<file path="src/hw/rtl/cqe_pkg.sv">
// cqe_pkg: shared constants and types of the circular queue engine
// no dependencies; used by the interfaces, cqe_ctrl and the top level

package cqe_pkg;

  localparam int unsigned DEPTH  = 8;
  localparam int unsigned IDX_W  = (DEPTH > 1) ? $clog2(DEPTH) : 1;
  localparam int unsigned DATA_W = 32;
  localparam int unsigned KIND_W = 2;
  localparam int unsigned STAT_W = 3;

  typedef enum logic [KIND_W-1:0] {
    KIND_ENQ  = 2'd0,
    KIND_DEQ  = 2'd1,
    KIND_SHOW = 2'd2,
    KIND_NONE = 2'd3
  } kind_e;

  typedef enum logic [STAT_W-1:0] {
    STAT_ENQ  = 3'd0,
    STAT_DEQ  = 3'd1,
    STAT_SHOW = 3'd2,
    STAT_OVF  = 3'd3,
    STAT_UNF  = 3'd4
  } status_e;

  typedef enum logic [1:0] {
    S_IDLE,
    S_DEQ,
    S_SHOW
  } state_e;

  typedef logic [IDX_W-1:0]         idx_t;
  typedef logic signed [DATA_W-1:0] word_t;

endpackage

</file>
<file path="src/hw/rtl/cqe_if.sv">
// cqe_req_if and cqe_rsp_if: valid/ready channels of the queue engine
// depends on cqe_pkg

interface cqe_req_if;
  import cqe_pkg::*;

  logic              valid;
  logic              ready;
  logic [KIND_W-1:0] kind;
  word_t             data_in;

  modport source (output valid, output kind, output data_in, input ready);
  modport sink   (input valid, input kind, input data_in, output ready);
endinterface

interface cqe_rsp_if;
  import cqe_pkg::*;

  logic              valid;
  logic              ready;
  logic [STAT_W-1:0] status;
  word_t             data_out;
  logic              last;

  modport source (output valid, output status, output data_out, output last, input ready);
  modport sink   (input valid, input status, input data_out, input last, output ready);
endinterface

</file>
<file path="src/hw/rtl/cqe_ram.sv">
// cqe_ram: generic single-write, single-read synchronous ram, registered read
// no dependencies

module cqe_ram #(
  parameter int unsigned WIDTH = 32,
  parameter int unsigned DEPTH = 8,
  parameter int unsigned AW    = (DEPTH > 1) ? $clog2(DEPTH) : 1
) (
  input  logic             clk_i,
  input  logic             we_i,
  input  logic [AW-1:0]    waddr_i,
  input  logic [WIDTH-1:0] wdata_i,
  input  logic             re_i,
  input  logic [AW-1:0]    raddr_i,
  output logic [WIDTH-1:0] rdata_o
);

  logic [WIDTH-1:0] mem [DEPTH];
  logic [WIDTH-1:0] rdata_q;

  always_ff @(posedge clk_i) begin
    if (we_i) begin
      mem[waddr_i] <= wdata_i;
    end
  end

  always_ff @(posedge clk_i) begin
    if (re_i) begin
      rdata_q <= mem[raddr_i];
    end
  end

  assign rdata_o = rdata_q;

endmodule

</file>
<file path="src/hw/rtl/cqe_ctrl.sv">
// cqe_ctrl: head/tail pointers, request sequencer and result register
// depends on cqe_pkg and cqe_if; drives the slot ram ports

module cqe_ctrl (
  input  logic                 clk_i,
  input  logic                 rst_ni,
  cqe_req_if.sink              req_i,
  cqe_rsp_if.source            rsp_o,
  output logic                 ram_we_o,
  output cqe_pkg::idx_t        ram_waddr_o,
  output cqe_pkg::word_t       ram_wdata_o,
  output logic                 ram_re_o,
  output cqe_pkg::idx_t        ram_raddr_o,
  input  cqe_pkg::word_t       ram_rdata_i
);
  import cqe_pkg::*;

  function automatic idx_t next_idx(input idx_t i);
    return (i == IDX_W'(DEPTH - 1)) ? '0 : idx_t'(i + 1'b1);
  endfunction

  state_e  state_q, state_d;
  idx_t    head_q, head_d;
  idx_t    tail_q, tail_d;
  logic    empty_q, empty_d;
  idx_t    walk_q, walk_d;

  logic    out_valid_q, out_valid_d;
  status_e out_status_q, out_status_d;
  word_t   out_data_q, out_data_d;
  logic    out_last_q, out_last_d;

  logic    out_free;
  logic    req_fire;
  logic    full;

  assign out_free    = !out_valid_q || rsp_o.ready;
  assign req_i.ready = (state_q == S_IDLE) && out_free;
  assign req_fire    = req_i.valid && req_i.ready;
  assign full        = !empty_q && (next_idx(tail_q) == head_q);

  always_comb begin
    state_d      = state_q;
    head_d       = head_q;
    tail_d       = tail_q;
    empty_d      = empty_q;
    walk_d       = walk_q;
    out_valid_d  = out_valid_q && !rsp_o.ready;
    out_status_d = out_status_q;
    out_data_d   = out_data_q;
    out_last_d   = out_last_q;
    ram_we_o     = 1'b0;
    ram_waddr_o  = tail_q;
    ram_wdata_o  = req_i.data_in;
    ram_re_o     = 1'b0;
    ram_raddr_o  = head_q;

    unique case (state_q)
      S_IDLE: begin
        if (req_fire) begin
          unique case (req_i.kind)
            KIND_ENQ: begin
              out_valid_d  = 1'b1;
              out_data_d   = '0;
              out_last_d   = 1'b1;
              if (empty_q) begin
                head_d       = '0;
                tail_d       = '0;
                empty_d      = 1'b0;
                ram_we_o     = 1'b1;
                ram_waddr_o  = '0;
                out_status_d = STAT_ENQ;
              end else if (full) begin
                out_status_d = STAT_OVF;
              end else begin
                tail_d       = next_idx(tail_q);
                ram_we_o     = 1'b1;
                ram_waddr_o  = next_idx(tail_q);
                out_status_d = STAT_ENQ;
              end
            end
            KIND_DEQ: begin
              if (empty_q) begin
                out_valid_d  = 1'b1;
                out_status_d = STAT_UNF;
                out_data_d   = '0;
                out_last_d   = 1'b1;
              end else begin
                ram_re_o = 1'b1;
                state_d  = S_DEQ;
                if (head_q == tail_q) begin
                  empty_d = 1'b1;
                  head_d  = '0;
                  tail_d  = '0;
                end else begin
                  head_d = next_idx(head_q);
                end
              end
            end
            KIND_SHOW: begin
              if (empty_q) begin
                out_valid_d  = 1'b1;
                out_status_d = STAT_UNF;
                out_data_d   = '0;
                out_last_d   = 1'b1;
              end else begin
                ram_re_o = 1'b1;
                walk_d   = head_q;
                state_d  = S_SHOW;
              end
            end
            KIND_NONE: begin
              state_d = S_IDLE;
            end
            default: begin
              state_d = S_IDLE;
            end
          endcase
        end
      end
      S_DEQ: begin
        if (out_free) begin
          out_valid_d  = 1'b1;
          out_status_d = STAT_DEQ;
          out_data_d   = ram_rdata_i;
          out_last_d   = 1'b1;
          state_d      = S_IDLE;
        end
      end
      S_SHOW: begin
        if (out_free) begin
          out_valid_d  = 1'b1;
          out_status_d = STAT_SHOW;
          out_data_d   = ram_rdata_i;
          out_last_d   = (walk_q == tail_q);
          if (walk_q == tail_q) begin
            state_d = S_IDLE;
          end else begin
            ram_re_o    = 1'b1;
            ram_raddr_o = next_idx(walk_q);
            walk_d      = next_idx(walk_q);
          end
        end
      end
      default: begin
        state_d = S_IDLE;
      end
    endcase
  end

  always_ff @(posedge clk_i or negedge rst_ni) begin
    if (!rst_ni) begin
      state_q     <= S_IDLE;
      head_q      <= '0;
      tail_q      <= '0;
      empty_q     <= 1'b1;
      out_valid_q <= 1'b0;
    end else begin
      state_q     <= state_d;
      head_q      <= head_d;
      tail_q      <= tail_d;
      empty_q     <= empty_d;
      out_valid_q <= out_valid_d;
    end
  end

  always_ff @(posedge clk_i) begin
    walk_q       <= walk_d;
    out_status_q <= out_status_d;
    out_data_q   <= out_data_d;
    out_last_q   <= out_last_d;
  end

  assign rsp_o.valid    = out_valid_q;
  assign rsp_o.status   = out_status_q;
  assign rsp_o.data_out = out_data_q;
  assign rsp_o.last     = out_last_q;

  a_no_rw_overlap : assert property (@(posedge clk_i) disable iff (!rst_ni)
    !(ram_we_o && ram_re_o))
    else $error("slot ram read and write in the same cycle");

  a_empty_ptrs : assert property (@(posedge clk_i) disable iff (!rst_ni)
    empty_q |-> (head_q == '0 && tail_q == '0))
    else $error("empty queue with nonzero pointers");

  a_busy_not_ready : assert property (@(posedge clk_i) disable iff (!rst_ni)
    (state_q != S_IDLE) |-> !req_i.ready)
    else $error("request taken while a walk or read is pending");

  a_enq_result : assert property (@(posedge clk_i) disable iff (!rst_ni)
    (req_fire && req_i.kind == KIND_ENQ) |=> (out_valid_q && out_last_q))
    else $error("enqueue request gave no result");

  a_walk_in_range : assert property (@(posedge clk_i) disable iff (!rst_ni)
    (state_q == S_SHOW) |-> !empty_q)
    else $error("display walk on an empty queue");

endmodule

</file>
<file path="src/hw/rtl/circular_queue_engine_core.sv">
// circular_queue_engine_core: top level of the circular queue engine
// depends on cqe_pkg, cqe_if, cqe_ram and cqe_ctrl
//
// A ring buffer of DEPTH signed 32-bit words held in one synchronous ram with
// a registered read. Enqueue, and any overflow or underflow response, goes
// straight to the output register; dequeue passes the ram read register first.
// Display reads one slot per cycle unless the response channel stalls;
// requests are held off until its last result is in the output register.
// Results wait in a single output register, and a stalled response channel
// stalls the engine. Request code 3 is dropped with no response.

module circular_queue_engine_core (
  input  logic      clk_i,
  input  logic      rst_ni,
  cqe_req_if.sink   req_i,
  cqe_rsp_if.source rsp_o
);
  import cqe_pkg::*;

  logic  ram_we;
  idx_t  ram_waddr;
  word_t ram_wdata;
  logic  ram_re;
  idx_t  ram_raddr;
  word_t ram_rdata;

  cqe_ctrl u_ctrl (
    .clk_i       (clk_i),
    .rst_ni      (rst_ni),
    .req_i       (req_i),
    .rsp_o       (rsp_o),
    .ram_we_o    (ram_we),
    .ram_waddr_o (ram_waddr),
    .ram_wdata_o (ram_wdata),
    .ram_re_o    (ram_re),
    .ram_raddr_o (ram_raddr),
    .ram_rdata_i (ram_rdata)
  );

  cqe_ram #(
    .WIDTH (DATA_W),
    .DEPTH (DEPTH),
    .AW    (IDX_W)
  ) u_slots (
    .clk_i   (clk_i),
    .we_i    (ram_we),
    .waddr_i (ram_waddr),
    .wdata_i (ram_wdata),
    .re_i    (ram_re),
    .raddr_i (ram_raddr),
    .rdata_o (ram_rdata)
  );

endmodule
</file>
<file path="src/flat_wrapper.sv">
// flat-port wrapper written by rule: the top's interface ports become plain ports
module circular_queue_engine_core_flat import cqe_pkg::*;
  (clk_i, rst_ni, req_i_valid, req_i_kind, req_i_data_in, req_i_ready, rsp_o_valid, rsp_o_status, rsp_o_data_out, rsp_o_last, rsp_o_ready);
  cqe_req_if req_i_i ();
  cqe_rsp_if rsp_o_i ();
  input  logic clk_i;
  input  logic rst_ni;
  input wire logic [$bits(req_i_i.valid)-1:0] req_i_valid;
  input wire logic [$bits(req_i_i.kind)-1:0] req_i_kind;
  input wire logic [$bits(req_i_i.data_in)-1:0] req_i_data_in;
  output wire logic [$bits(req_i_i.ready)-1:0] req_i_ready;
  output wire logic [$bits(rsp_o_i.valid)-1:0] rsp_o_valid;
  output wire logic [$bits(rsp_o_i.status)-1:0] rsp_o_status;
  output wire logic [$bits(rsp_o_i.data_out)-1:0] rsp_o_data_out;
  output wire logic [$bits(rsp_o_i.last)-1:0] rsp_o_last;
  input wire logic [$bits(rsp_o_i.ready)-1:0] rsp_o_ready;
  assign req_i_i.valid = req_i_valid;
  assign req_i_i.kind = req_i_kind;
  assign req_i_i.data_in = req_i_data_in;
  assign req_i_ready = req_i_i.ready;
  assign rsp_o_valid = rsp_o_i.valid;
  assign rsp_o_status = rsp_o_i.status;
  assign rsp_o_data_out = rsp_o_i.data_out;
  assign rsp_o_last = rsp_o_i.last;
  assign rsp_o_i.ready = rsp_o_ready;
  circular_queue_engine_core u_core (.clk_i(clk_i), .rst_ni(rst_ni), .req_i(req_i_i), .rsp_o(rsp_o_i));
endmodule
</file>
<file path="config.mk">
export PLATFORM = sky130hd
export DESIGN_NAME = circular_queue_engine_core_flat
export DESIGN_NICKNAME = d
export VERILOG_FILES = /design/src/hw/rtl/cqe_pkg.sv /design/src/hw/rtl/cqe_if.sv /design/src/hw/rtl/cqe_ram.sv /design/src/hw/rtl/cqe_ctrl.sv /design/src/hw/rtl/circular_queue_engine_core.sv /design/src/flat_wrapper.sv
export SDC_FILE = /design/constraint.sdc
export NUM_CORES = 1
export LEC_CHECK = 0
export ABC_CLOCK_PERIOD_IN_PS = 5300
export BUFFER_PORTS_ARGS = -buffer_cell sky130_fd_sc_hd__buf_2
export CAP_MARGIN = 10
export CORE_UTILIZATION = 49
export CTS_CLUSTER_DIAMETER = 50
export DETAILED_ROUTE_END_ITERATION = 16
export HOLD_SLACK_MARGIN = 0.08
export PLACE_DENSITY = 0.64
export RECOVER_POWER = 100
export SLEW_MARGIN = 10
export SYNTH_ARGS = -nofsm -noshare
export SYNTH_HDL_FRONTEND = slang
export SYNTH_SLANG_ARGS = --single-unit
export TNS_END_PERCENT = 10
</file>
<file path="constraint.sdc">
create_clock -name clk_i -period 5.3 [get_ports clk_i]
set_clock_uncertainty 0.2 [all_clocks]
set_input_delay 0.265 -clock clk_i [delete_from_list [all_inputs] [get_ports clk_i]]
set_output_delay 0.265 -clock clk_i [all_outputs]
set_load 0.01 [all_outputs]
</file>
## Yosys cells after proc, flatten, opt, wreduce, memory -nomap -nowiden

Memories as Yosys holds them, arrays and structs flattened. A register that Yosys moved wholly into a read port is not among the register bits.
Index checks and enable logic that the tools add are counted.

| word-level totals | value |
|---|---|
| flip-flop bits (word level) | 49 |
| memory bits (writable) | 256 |
| input port bits | 38 |
| output and inout port bits | 38 |
| logic and storage cells | 135 |
| memories kept | 1 |

| cells by class | value |
|---|---|
| add/subtract/negate cells | 3 |
| equality and inequality tests | 27 |
| muxes and demuxes | 72 |
| reduce and logical (&&, ||, !) cells | 23 |

Memories:

| name | words | bits a word | read ports | clocked after memory_dff | wr ports | line | text |
|---|---|---|---|---|---|---|---|
| u_core.u_slots.mem | 8 | 32 | 1 | 1 | 1 | cqe_ram.sv:18 | `logic [WIDTH-1:0] mem [DEPTH];` |

Operators with widths:

| cell | count |
|---|---|
| 32-bit case mux with 2 select lines | 2 |
| 32-bit two-way mux | 3 |
| 3-bit two-way mux | 25 |
| 3-bit case mux with 2 select lines | 4 |
| 1-bit two-way mux | 21 |
| 2-bit != test, second input constant | 9 |
| 2-bit two-way mux | 8 |
| 5-bit AND reduction | 3 |
| 2-bit case mux with 3 select lines | 2 |
| 6-bit AND reduction | 2 |
| 1-bit case mux with 2 select lines | 5 |
| 3-bit by 1-bit adder with 3-bit output, second input constant | 3 |
| 3-bit equality test | 3 |
| 3-bit equality test, second input constant | 3 |
| 3-bit != test, second input constant | 3 |
| 3-bit case mux with 3 select lines | 1 |
| 7-bit AND reduction | 1 |
| 2-bit equality test, second input constant | 3 |
| 2-bit nonzero test | 3 |
| 2-bit by 1-bit equality test with 1-bit output, second input constant | 2 |
| 1-bit logical AND | 4 |
| 2-bit logical NOT | 2 |
| 2-bit by 1-bit != test with 1-bit output, second input constant | 2 |
| 4-bit by 1-bit != test with 1-bit output, second input constant | 1 |
| other kinds (7) | 10 |

## Logic depth before layout (Yosys ltp)

Gate-level depths: netlist (run 1).

| depth | value |
|---|---|
| word-level depth | 11 |
| gate-level depth with buffers | 10 |
| mapped depth without buffers | 7 |

## Modules after synthesis

A second synthesis (run 1) with hierarchy kept.

| second synthesis, totals | value |
|---|---|
| cell total of the unflattened synthesis | 659 |
| area total of the unflattened synthesis | 13611.8 um^2 |

By module, submodules not included:

| module | instances | cells each | area each (um^2) | seq. area each (um^2) |
|---|---|---|---|---|
| cqe_ram | 1 | 415 | 10786.6 | 8648.3 |
| cqe_ctrl | 1 | 244 | 2825.2 | 1422.6 |

## Worst setup path after synthesis (run 1)

No wires, ideal clock.

| timing path | value |
|---|---|
| path kind | flip-flop to flip-flop |
| from | register u_core.u_ctrl.tail_q[1] |
| to | memory u_core.u_slots.mem[5][0], enable pin |
| setup time | 0.461 ns |
| arrival time | 4.246 ns |
| data required time | 4.639 ns |
| path slack | 0.393 ns |
| stages on the path, launching flop included | 8 |
| buffers on the path | 0 |
| period minus slack after synthesis | 4.907 ns |
| cell sequence | dfrtp_1 ha_1 ha_1 or3b_2 a2111oi_2 o21ai_0 o31a_1 nor3_1 |

| between the ends | value |
|---|---|
| longest elaborated chain between the ends | 11 |
| elaborated cells between the ends (all ways) | 17 |
| those cells by class | add/sub: 1; eq/ne: 2; mux: 13; reduce/logical: 1 |

RTL lines:

| what | line | text |
|---|---|---|
| start, declared | cqe_ctrl.sv:24 | `idx_t tail_q, tail_d;` |
| start signal, assigned | cqe_ctrl.sv:161 | `tail_q <= tail_d;` |
| 3-bit by 1-bit adder with 3-bit output or 3-bit equality test (tied branches) | cqe_ctrl.sv:19 | `return (i == IDX_W'(DEPTH - 1)) ? '0 : idx_t'(i + 1'b1);` |
| 3-bit two-way mux | cqe_ctrl.sv:19 |  |
| 3-bit equality test | cqe_ctrl.sv:40 | `assign full = !empty_q && (next_idx(tail_q) == head_q);` |
| 1-bit logical AND | cqe_ctrl.sv:40 |  |
| 1-bit two-way mux | cqe_ctrl.sv:73 | `end else if (full) begin` |
| 1-bit two-way mux | cqe_ctrl.sv:66 | `if (empty_q) begin` |
| 1-bit two-way mux | cqe_ctrl.sv:61 | `unique case (req_i.kind)` |
| 1-bit two-way mux | cqe_ctrl.sv:60 | `if (req_fire) begin` |
| 1-bit two-way mux | cqe_ctrl.sv:58 | `unique case (state_q)` |
| 1-bit two-way mux | cqe_ram.sv:22 | `if (we_i) begin` |
| 1-bit two-way mux (implied by the code) | cqe_ram.sv:23 | `mem[waddr_i] <= wdata_i;` |
| end, declared | cqe_ram.sv:18 |  |

Parallel ways exist; a longest one is shown, timed or not.

## Worst setup path in the final report (run 1)

| timing path | value |
|---|---|
| from | register u_core.u_ctrl.walk_q[0] |
| to | register u_core.u_slots.rdata_q[27] (netlist: u_core.u_slots.rdata_o[27]), read port of u_core.u_slots.mem, data pin |

| between the ends | value |
|---|---|
| longest elaborated chain between the ends | 5 |
| elaborated cells between the ends (all ways) | 10 |
| those cells by class | add/sub: 1; eq/ne: 2; mux: 7 |

RTL lines:

| what | line | text |
|---|---|---|
| start, declared | cqe_ctrl.sv:26 | `idx_t walk_q, walk_d;` |
| start signal, assigned | cqe_ctrl.sv:168 | `walk_q <= walk_d;` |
| 3-bit by 1-bit adder with 3-bit output or 3-bit equality test (tied branches) | cqe_ctrl.sv:19 |  |
| 3-bit two-way mux | cqe_ctrl.sv:19 |  |
| 3-bit two-way mux | cqe_ctrl.sv:136 | `if (walk_q == tail_q) begin` |
| 3-bit two-way mux | cqe_ctrl.sv:131 | `if (out_free) begin` |
| 3-bit two-way mux | cqe_ctrl.sv:58 |  |
| end, declared | cqe_ram.sv:19 | `logic [WIDTH-1:0] rdata_q;` |

Parallel ways exist; a longest one is shown, timed or not.
A chain may end at the register's enable or synchronous reset.

==> results of run 1 <==
## logic make-up (layout without fill, tap and decap cells)
group | count (synthesis) | count (layout) | share of synthesized area (%)
adder cells (fa/ha/maj) | 15 | 15 | 1.331
XOR/XNOR | 8 | 8 | 0.5503
AO/OA/AOI/OAI | 298 | 298 | 14.64
AND/OR/NAND/NOR | 133 | 133 | 5.316
flip-flops | 337 | 337 | 71.43
buffers and inverters | 220 | 344 | 6.257
multiplexers | 6 | 6 | 0.4703
## placed cells by master, fill, tap and decap left out, types with 18 or more instances in the layout
master / Yosys / routed
sky130_fd_sc_hd__inv_1: 141 / 141
sky130_fd_sc_hd__clkbuf_1: 43 / 87
sky130_fd_sc_hd__edfxtp_1: 327 / 327
sky130_fd_sc_hd__nand2_1: 18 / 18
sky130_fd_sc_hd__a211oi_1: 129 / 129
sky130_fd_sc_hd__clkbuf_16: 0 / 39
sky130_fd_sc_hd__and2_0: 0 / 18
sky130_fd_sc_hd__nor4_1: 33 / 33
sky130_fd_sc_hd__a31oi_1: 128 / 128
sky130_fd_sc_hd__dlygate4sd3_1: 0 / 39
## worst reg2reg max path: stages (launching register included)
cell	delay (ns)
sky130_fd_sc_hd__edfxtp_1	0.48
sky130_fd_sc_hd__ha_1	0.25
sky130_fd_sc_hd__ha_1	0.29
sky130_fd_sc_hd__and2_0	0.20
sky130_fd_sc_hd__o311ai_4	0.07
sky130_fd_sc_hd__buf_4	0.40
sky130_fd_sc_hd__and3_1	1.16
sky130_fd_sc_hd__buf_12	0.42
sky130_fd_sc_hd__a211oi_1	0.24
sky130_fd_sc_hd__nor4_1	0.54
## power breakdown
part	total [W]	switching (W)	internal, W
clock	0.00239	0.00100	0.00139
sequential	0.00338	0.0000970	0.00328
combinational	0.00119	0.000810	0.000382
## through the flow
stage / total power (W) / setup WS (ns)
floorplan: 0.004189 / 0.3928
global placement: 0.004666 / 1.552
detailed placement: 0.004679 / 1.414
CTS: 0.007087 / 1.422
global route: 0.007257 / 0.6625
finish: 0.006961 / 0.7750
## metal layers
layer | vias up | track usage [%]
met1 | 4293 | 30.24
li1 | 4108 | -
met4 | 0 | 5.939
met5 | - | 0
met2 | 298 | 33.62
met3 | 44 | 3.474
## registers in the layout (all words and copies together), names as in the netlist
name	cells
u_core.u_ctrl.walk_q	3
u_core.u_slots.rdata_o	32
u_core.u_ctrl.head_q	3
u_core.u_ctrl.rsp_o.status	3
u_core.u_ctrl.rsp_o.valid	1
u_core.u_slots.mem	256
u_core.u_ctrl.empty_q	1
u_core.u_ctrl.tail_q	3
u_core.u_ctrl.rsp_o.last	1
u_core.u_ctrl.rsp_o.data_out	32
u_core.u_ctrl.state_q	2
## worst min path at each step
stage | start | endpoint | slack [ns] | cells after the start
floorplan | rst_ni | u_core.u_ctrl.head_q[0] | -0.23 | 0
global placement | rst_ni | u_core.u_ctrl.head_q[0] | -0.05 | 1
detailed placement | rst_ni | u_core.u_ctrl.head_q[0] | -0.06 | 1
CTS | req_i_kind[0] | u_core.u_ctrl.state_q[0] | 0.12 | 4
global route | req_i_kind[0] | u_core.u_ctrl.rsp_o.valid | 0.17 | 5
finish | req_i_kind[0] | u_core.u_ctrl.state_q[0] | 0.13 | 4
## cell type report
class,count,area [µm²],area share [%]
Clock buffer,44,994.7,6.115
Multi-Input combinational cell,460,3212,19.74
Timing Repair Buffer,139,853.3,5.246
Sequential cell,337,10070,61.91
Inverter,141,529.3,3.254
Tap cell,378,473.0,2.907
Clock inverter,20,133.9,0.8230
## repair_timing
action / CTS / global route
endpoints found under the setup margin: 0 / 0
hold endpoints to repair: 272 / 0
hold buffers: 39 / 0
buffers inserted: 0 / 0
==> summary by stage, run 1 <==
Synthesis
Ranked by total cell area, the synthesized netlist is headed by sky130_fd_sc_hd__edfxtp_1 (70%), sky130_fd_sc_hd__a211oi_1 (6.9%), sky130_fd_sc_hd__a31oi_1 (5.7%). The Yosys step of the flow raised 0 warnings. For this run, asynchronously set or reset flops after synthesis account for 2.967%. The number of flip-flops and latches in the synthesized netlist is 337.

By count the netlist is led by sky130_fd_sc_hd__edfxtp_1 (327), sky130_fd_sc_hd__inv_1 (141), sky130_fd_sc_hd__a211oi_1 (129). The synthesized netlist occupies a cell area of 14,100 µm². The number of enable-type register cells in the synthesized netlist is 327. In this run the biggest area consumer among cell types represents 69.65% of the synthesized area. The number of different library cells in the post-synthesis netlist is 49.

The synthesized net count is 1,070. The gate count of the mapped netlist is 1,017. The top cell type by total area after synthesis is sky130_fd_sc_hd__edfxtp_1.

For this run, the register share of the synthesized area comes to 71.43%. The mean instance size in the synthesized netlist is 13.86 µm². Among all cell types in the netlist, the one instantiated most often is sky130_fd_sc_hd__edfxtp_1. The most used flip-flop cell after synthesis is sky130_fd_sc_hd__edfxtp_1.

Worst setup path
The classification of the worst setup path is register to register. The sort of element at the end of the critical path is a register. The maximum net fanout on the critical path is 94.

The number of buffers and inverters on the critical path is 2. For the worst flop-to-flop path, the logic depth is 9. The cell type with the highest occurrence count on the critical path is sky130_fd_sc_hd__ha_1.

STA classifies the critical path startpoint as a register. The endpoint of the lowest-slack register-to-register path is u_core.u_slots.rdata_o[27]. In this run the worst setup path terminates at u_core.u_slots.rdata_o[27]. The cell with the largest stage delay on the worst path is sky130_fd_sc_hd__and3_1. The critical path crosses 9 cells after its start point. The critical register-to-register path startpoint is u_core.u_ctrl.walk_q[0]. The largest stage delay on the critical path is 1.14 ns. The data required time at the worst endpoint is 5.34 ns. In this run the worst setup path begins at u_core.u_ctrl.walk_q[0]. The cell family contributing the most delay on the critical path is simple AND/OR/NAND/NOR gates. Setup slack on the worst reg-to-reg path comes out at 0.78 ns. The data arrival time of the critical path is 4.57 ns. The critical path goes through ha_1, ha_1, and2_0, o311ai_4, buf_4, and3_1, buf_12, a211oi_1, nor4_1.

Job
The count of max-cap constraint violations is 4.

Timing
The hold violation count in the final report is 0. The worst pin sits at a relative slew slack of -38.77%. The highest achievable clock rate is 221.0 MHz. The total count of max-transition violations in the final report was 96. Summed over all failing endpoints, the final setup total negative slack is 0 ns.

The share of the clock period used by the worst path after layout is 85.38%. The setup violation total in the final timing report is 0. Setup repair after global routing left no endpoint under its margin.

Hold is met by 0.1349 ns. The transition time of the tightest slew-check pin is 2.079 ns. Counting I/O delays and the setup requirement, the final critical path takes 4.525 ns.

Global routing
The global-route wire length before repair is 47.32 mm. The via count of the first global-routing pass came to 8,345. The overall overflow remaining after global route is 0. The maximum number of pins on one net before global-route repair is 95. The initial antenna violation count is 0. The global-route total usage across every layer is 21.18%.

Floorplan
The die outline width is 171.6 µm. The core area is 28,010 µm². The total number of placement rows is 61.

From bottom edge to top edge, the die measures 171.6 µm. The initial cell density of the core is 50.33%. The area of the die is 29,460 µm². In this run the count of I/O pins placed on the die edge is 76.

Layout
At the end of the flow, the number of nets in the layout was 1,169. The final cell area excluding filler cells is 16,270 µm². The area growth from synthesis to layout is 15.38%. The number of antenna cells inserted is 0. Excluding fillers, the count of instances in the completed layout stands at 1,519. The number of filler cells placed in the layout is 2,289. The final cell utilization of the core is 58.07%.

The fraction of final layout cells with drive strength greater than 1 is 7.274%.

Clock network
The CTS clock-pin slew for the worst setup and hold paths is 0.06 ns. The H-tree was split into 2 levels. The library cell used as clock root buffer is sky130_fd_sc_hd__clkbuf_16. The number of sinks handled by clock tree synthesis is 337. The maximum number of buffers from clock root to sink is 3. TritonCTS built the clock tree.

At the later pin of the worst-skew pair, clock insertion delay measures 0.52 ns. The total of cells resized after clock tree synthesis is 0. The total clock buffers created by CTS is 37.

Routing
In this run the top signal layer used is met4. The pre-antenna-repair detailed-routing pass consisted of 7 iterations. In the detailed route, the total length drawn on met3 is 1.812 mm. For this block, wires on met1 add up to 14.01 mm.

The met2 wirelength from detailed routing is 14.50 mm. Wires add up to 30.81 mm. Using the TritonRoute via totals, the vias-per-cell ratio works out to 5.756. The count of vias placed by the detailed router is 8,743. The number of antenna-violating nets in the routed design is 0. The remaining design rule violation count is 0. The average wire per cell in the routed design is 20.29 µm. The DRC marker count from the first detailed-route iteration is 738.

Place
Once placement finished, the instance area stood at 14,920 µm². The number of placed instances with taps included is 1,415. The global placement routability congestion is 0.8442. The count of port buffers added during placement is 75. The final HPWL from detailed placement is 16.85 mm.

Power
The maximum ir drop on the vdd rail is 0.2825 mV. The cell area power density is 427.9 nW/µm². The leakage power figure is 5.599 nW.

Status
The run finished, with violations left. The checks that failed: capacitance limit, slew limit.

Hold path
The worst hold path class is primary input to register.
Power figures use the tool's default switching activity.
==> run 2, diff against run 1 <==
CORE_UTILIZATION = 39   (was 49)
PLACE_DENSITY = 0.53   (was 0.64)
==> run 2 against run 1 <==
Effect of this change:
- the run still ends with capacitance limit, slew limit left
- routed wire length rose by 9.4%
- global-route usage fell by 2.6 points
- total power rose by 7.1%
- first-iteration DRC count rose by 14%
- flip-flop and latch count did not move
- sequential power barely moved
- count of clock-buffer cells in the layout rose by 3
- combinational power barely moved
- worst setup slack improved by 0.14 ns
- largest power group unchanged
==> summary by stage, run 2 (synthesis results as in run 1) <==
Layout
The flip-flop count of the largest register after layout is 256 (unchanged). In the layout the commonest cells are sky130_fd_sc_hd__edfxtp_1 (327), sky130_fd_sc_hd__inv_1 (141), sky130_fd_sc_hd__a211oi_1 (129), sky130_fd_sc_hd__a31oi_1 (128), sky130_fd_sc_hd__clkbuf_1 (80). The number of antenna cells inserted was 0 (unchanged). The fraction of final layout cells with drive strength greater than 1 is 9.334% (+2.1 points). Leaving out fill and tap cells, the most frequent cell in the layout is sky130_fd_sc_hd__edfxtp_1.

The register containing the most flip-flops in the final layout is u_core.u_slots.mem. From synthesis to final layout, the design area changed by 18.28%. The number of nets in the layout is 1,176 (+0.60%).

Timing
The highest achievable clock rate is 227.9 MHz (+3.1%). The time the final worst path needs with I/O delays and setup was 4.387 ns (-0.1379 ns). The total count of max-transition violations in the final report came to 38 (-60%). The share of the clock period used by the worst path after layout is 82.78% (-2.6 points). The setup violation total in the final timing report is 0 (unchanged). The smallest setup slack after layout was 0.9129 ns (+0.1379 ns). The final sum of negative setup slack was 0 ns (unchanged). The transition time of the tightest slew-check pin was 1.781 ns (-0.2985 ns). The relative slew slack was -18.72% (+20 points).

The hold violation count in the final report is 0 (unchanged). Setup repair after global routing left no endpoint under its margin.

Global routing
The global-route total usage across every layer was 18.54% (-2.6 points). The overall overflow remaining after global route is 0 (unchanged). The initial antenna violation count is 0 (unchanged). The global-route wire length before repair is 51.82 mm (+9.5%). The via count of the first global-routing pass was 8,666 (+3.8%). The maximum number of pins on one net before global-route repair is 82 (-14%).

Routing
The number of antenna-violating nets in the routed design came to 0 (unchanged). The average wire per cell in the routed design came to 20.84 µm (+2.7%). The count of vias placed by the detailed router is 8,816 (+0.83%). The via density per instance is 5.449 (-5.3%).

The number of detailed-routing iterations run before antenna repair is 5 (-2). The total length of routed wires came to 33.72 mm (+9.4%). The DRC marker count from the first detailed-route iteration was 841 (+14%).

The remaining design rule violation count is 0 (unchanged).

Clock network
The insertion delay of the later-clocked pin in the worst-skew pair was 0.54 ns (+0.02 ns). The library cell used as clock root buffer is sky130_fd_sc_hd__clkbuf_16. The number of sinks handled by clock tree synthesis is 337 (unchanged). The maximum number of buffers from clock root to sink was 3 (unchanged). The CTS clock-pin slew for the worst setup and hold paths is 0.05 ns (about the same). The number of hold buffers added after CTS came to 39 (unchanged).

The total clock buffers created by CTS came to 42 (+14%). The depth of the CTS H-tree came to 2 (unchanged). The total of cells resized after clock tree synthesis is 0 (unchanged).

The buffers inserted during post-CTS setup optimization is 0 (unchanged). The CTS tree is built.

Floorplan
The total I/O pin count is 76 (unchanged). The initial cell density of the core is 39.64% (-11 points). The overall die height came to 192.1 µm (+12%). The die outline width is 192.1 µm (+12%). The total number of placement rows is 69 (+13%). The area of the die was 36,910 µm² (+25%).

The core area is 35,570 µm² (+27%).

Worst setup path
The classification of the worst setup path is register to register. The data arrival time of the critical path is 4.32 ns (-0.25 ns). The maximum net fanout on the critical path is 32 (-66%). Walking the worst path, the cells encountered are ha_1, ha_1, or3b_2, a2111oi_0, o21ai_0, o31a_1, nor3_1, clkbuf_2. The sum of buffers and inverters on the critical path was 1 (-1).

The data required time at the worst endpoint was 5.23 ns (-0.11 ns). The cell with the largest stage delay on the worst path is sky130_fd_sc_hd__clkbuf_2. The total number of cells along the worst setup path came to 8 (-1).

The kind of cell with the highest combined delay on the critical path is compound AO/OA/AOI/OAI gates. The largest stage delay on the critical path is 0.89 ns (-0.25 ns). The worst-case reg-to-reg path depth came to 8 (-1). The nature of the critical path startpoint is a register. STA classifies the critical path endpoint as a register. The most numerous cell type found on the critical path is sky130_fd_sc_hd__ha_1.

Place
The count of port buffers added during placement is 75 (unchanged). The worst setup slack after placement came to 1.431 ns (+0.01779 ns). The final HPWL from detailed placement is 18.21 mm (+8.1%). The global placement routability congestion is 0.7740 (-8.3%).

Hold path
The tightest min-delay check is of the primary input to register type. The worst hold path stage count is 4 (unchanged).

Status
The run finished, with violations left. The checks that failed: capacitance limit, slew limit.

Power
The cell area power density came to 447.2 nW/µm² (+4.5%). The maximum ir drop on the vdd rail is 0.3009 mV (+6.5%). The leakage power figure is 5.771 nW (+3.1%).

Job
The count of max-cap constraint violations is 1 (-3).
-- run 2: cell count changes in the layout (fill, tap and decap cells not counted), sizes merged --
| cell | previous run | this run |
|---|---|---|
| clkinv | 14 | 20 |
| clkbuf | 128 | 129 |
| inv | 144 | 145 |
| bufinv | 1 | 5 |
| buf | 16 | 20 |
-- run 2: worst reg2reg max path, stage by stage (launching register included) --
cell	delay, ns
sky130_fd_sc_hd__dfrtp_1	0.48
sky130_fd_sc_hd__ha_1	0.25
sky130_fd_sc_hd__ha_1	0.26
sky130_fd_sc_hd__or3b_2	0.45
sky130_fd_sc_hd__a2111oi_0	0.67
sky130_fd_sc_hd__o21ai_0	0.29
sky130_fd_sc_hd__o31a_1	0.25
sky130_fd_sc_hd__nor3_1	0.22
sky130_fd_sc_hd__clkbuf_2	0.89
-- run 2: final cells by class --
type | count | area (µm²)
Fill cell | 3258 | 18890
Sequential cell | 337 | 10070
Multi-Input combinational cell | 460 | 3209
Clock buffer | 47 | 1091
Timing Repair Buffer | 141 | 870.8
Tap cell | 461 | 576.8
Inverter | 141 | 529.3
Clock inverter | 31 | 327.8
-- run 2: path summary, 6_finish.rpt --
path / from / end / slack [ns]
worst max-delay path: u_core.u_ctrl.tail_q[0] / u_core.u_slots.mem[4][24] / 0.91
worst min-delay path: req_i_kind[0] / u_core.u_ctrl.state_q[0] / 0.12
worst max register to register: u_core.u_ctrl.tail_q[0] / u_core.u_slots.mem[4][24] / 0.91
worst min register to register: u_core.u_slots.rdata_o[2] / u_core.u_ctrl.rsp_o.data_out[2] / 0.33
max in group asynchronous: rst_ni / u_core.u_ctrl.tail_q[1] / 3.39
min in group asynchronous: rst_ni / u_core.u_ctrl.empty_q / 0.59
-- run 2: layer usage --
layer / vias up / share of wire [%] / global-route usage, %
li1: 4132 / - / -
met1: 4404 / 47 / 26.50
met3: 48 / 4.7 / 2.942
met4: 0 / 1.7 / 4.815
met5: - / 0 / 0
met2: 232 / 47 / 29.33
-- run 2: power breakdown --
part | internal [W] | switching [W]
clock | 0.00175 | 0.00112
combinational | 0.000380 | 0.000827
sequential | 0.00328 | 0.0000980
total | 0.00541 | 0.00205
-- run 2: stage by stage --
stage	utilization (%)	instance area, µm²	hold WS [ns]	power (W)	std cells
floorplan	-	14100	-0.2306	0.004189	1017
global placement	42.34	15060	-0.04557	0.004703	1501
detailed placement	42.34	15060	-0.03707	0.004707	1501
CTS	47.43	16870	0.1079	0.007620	1618
global route	46.88	16680	0.1667	0.007785	1618
finish	46.88	16680	0.1248	0.007457	1618
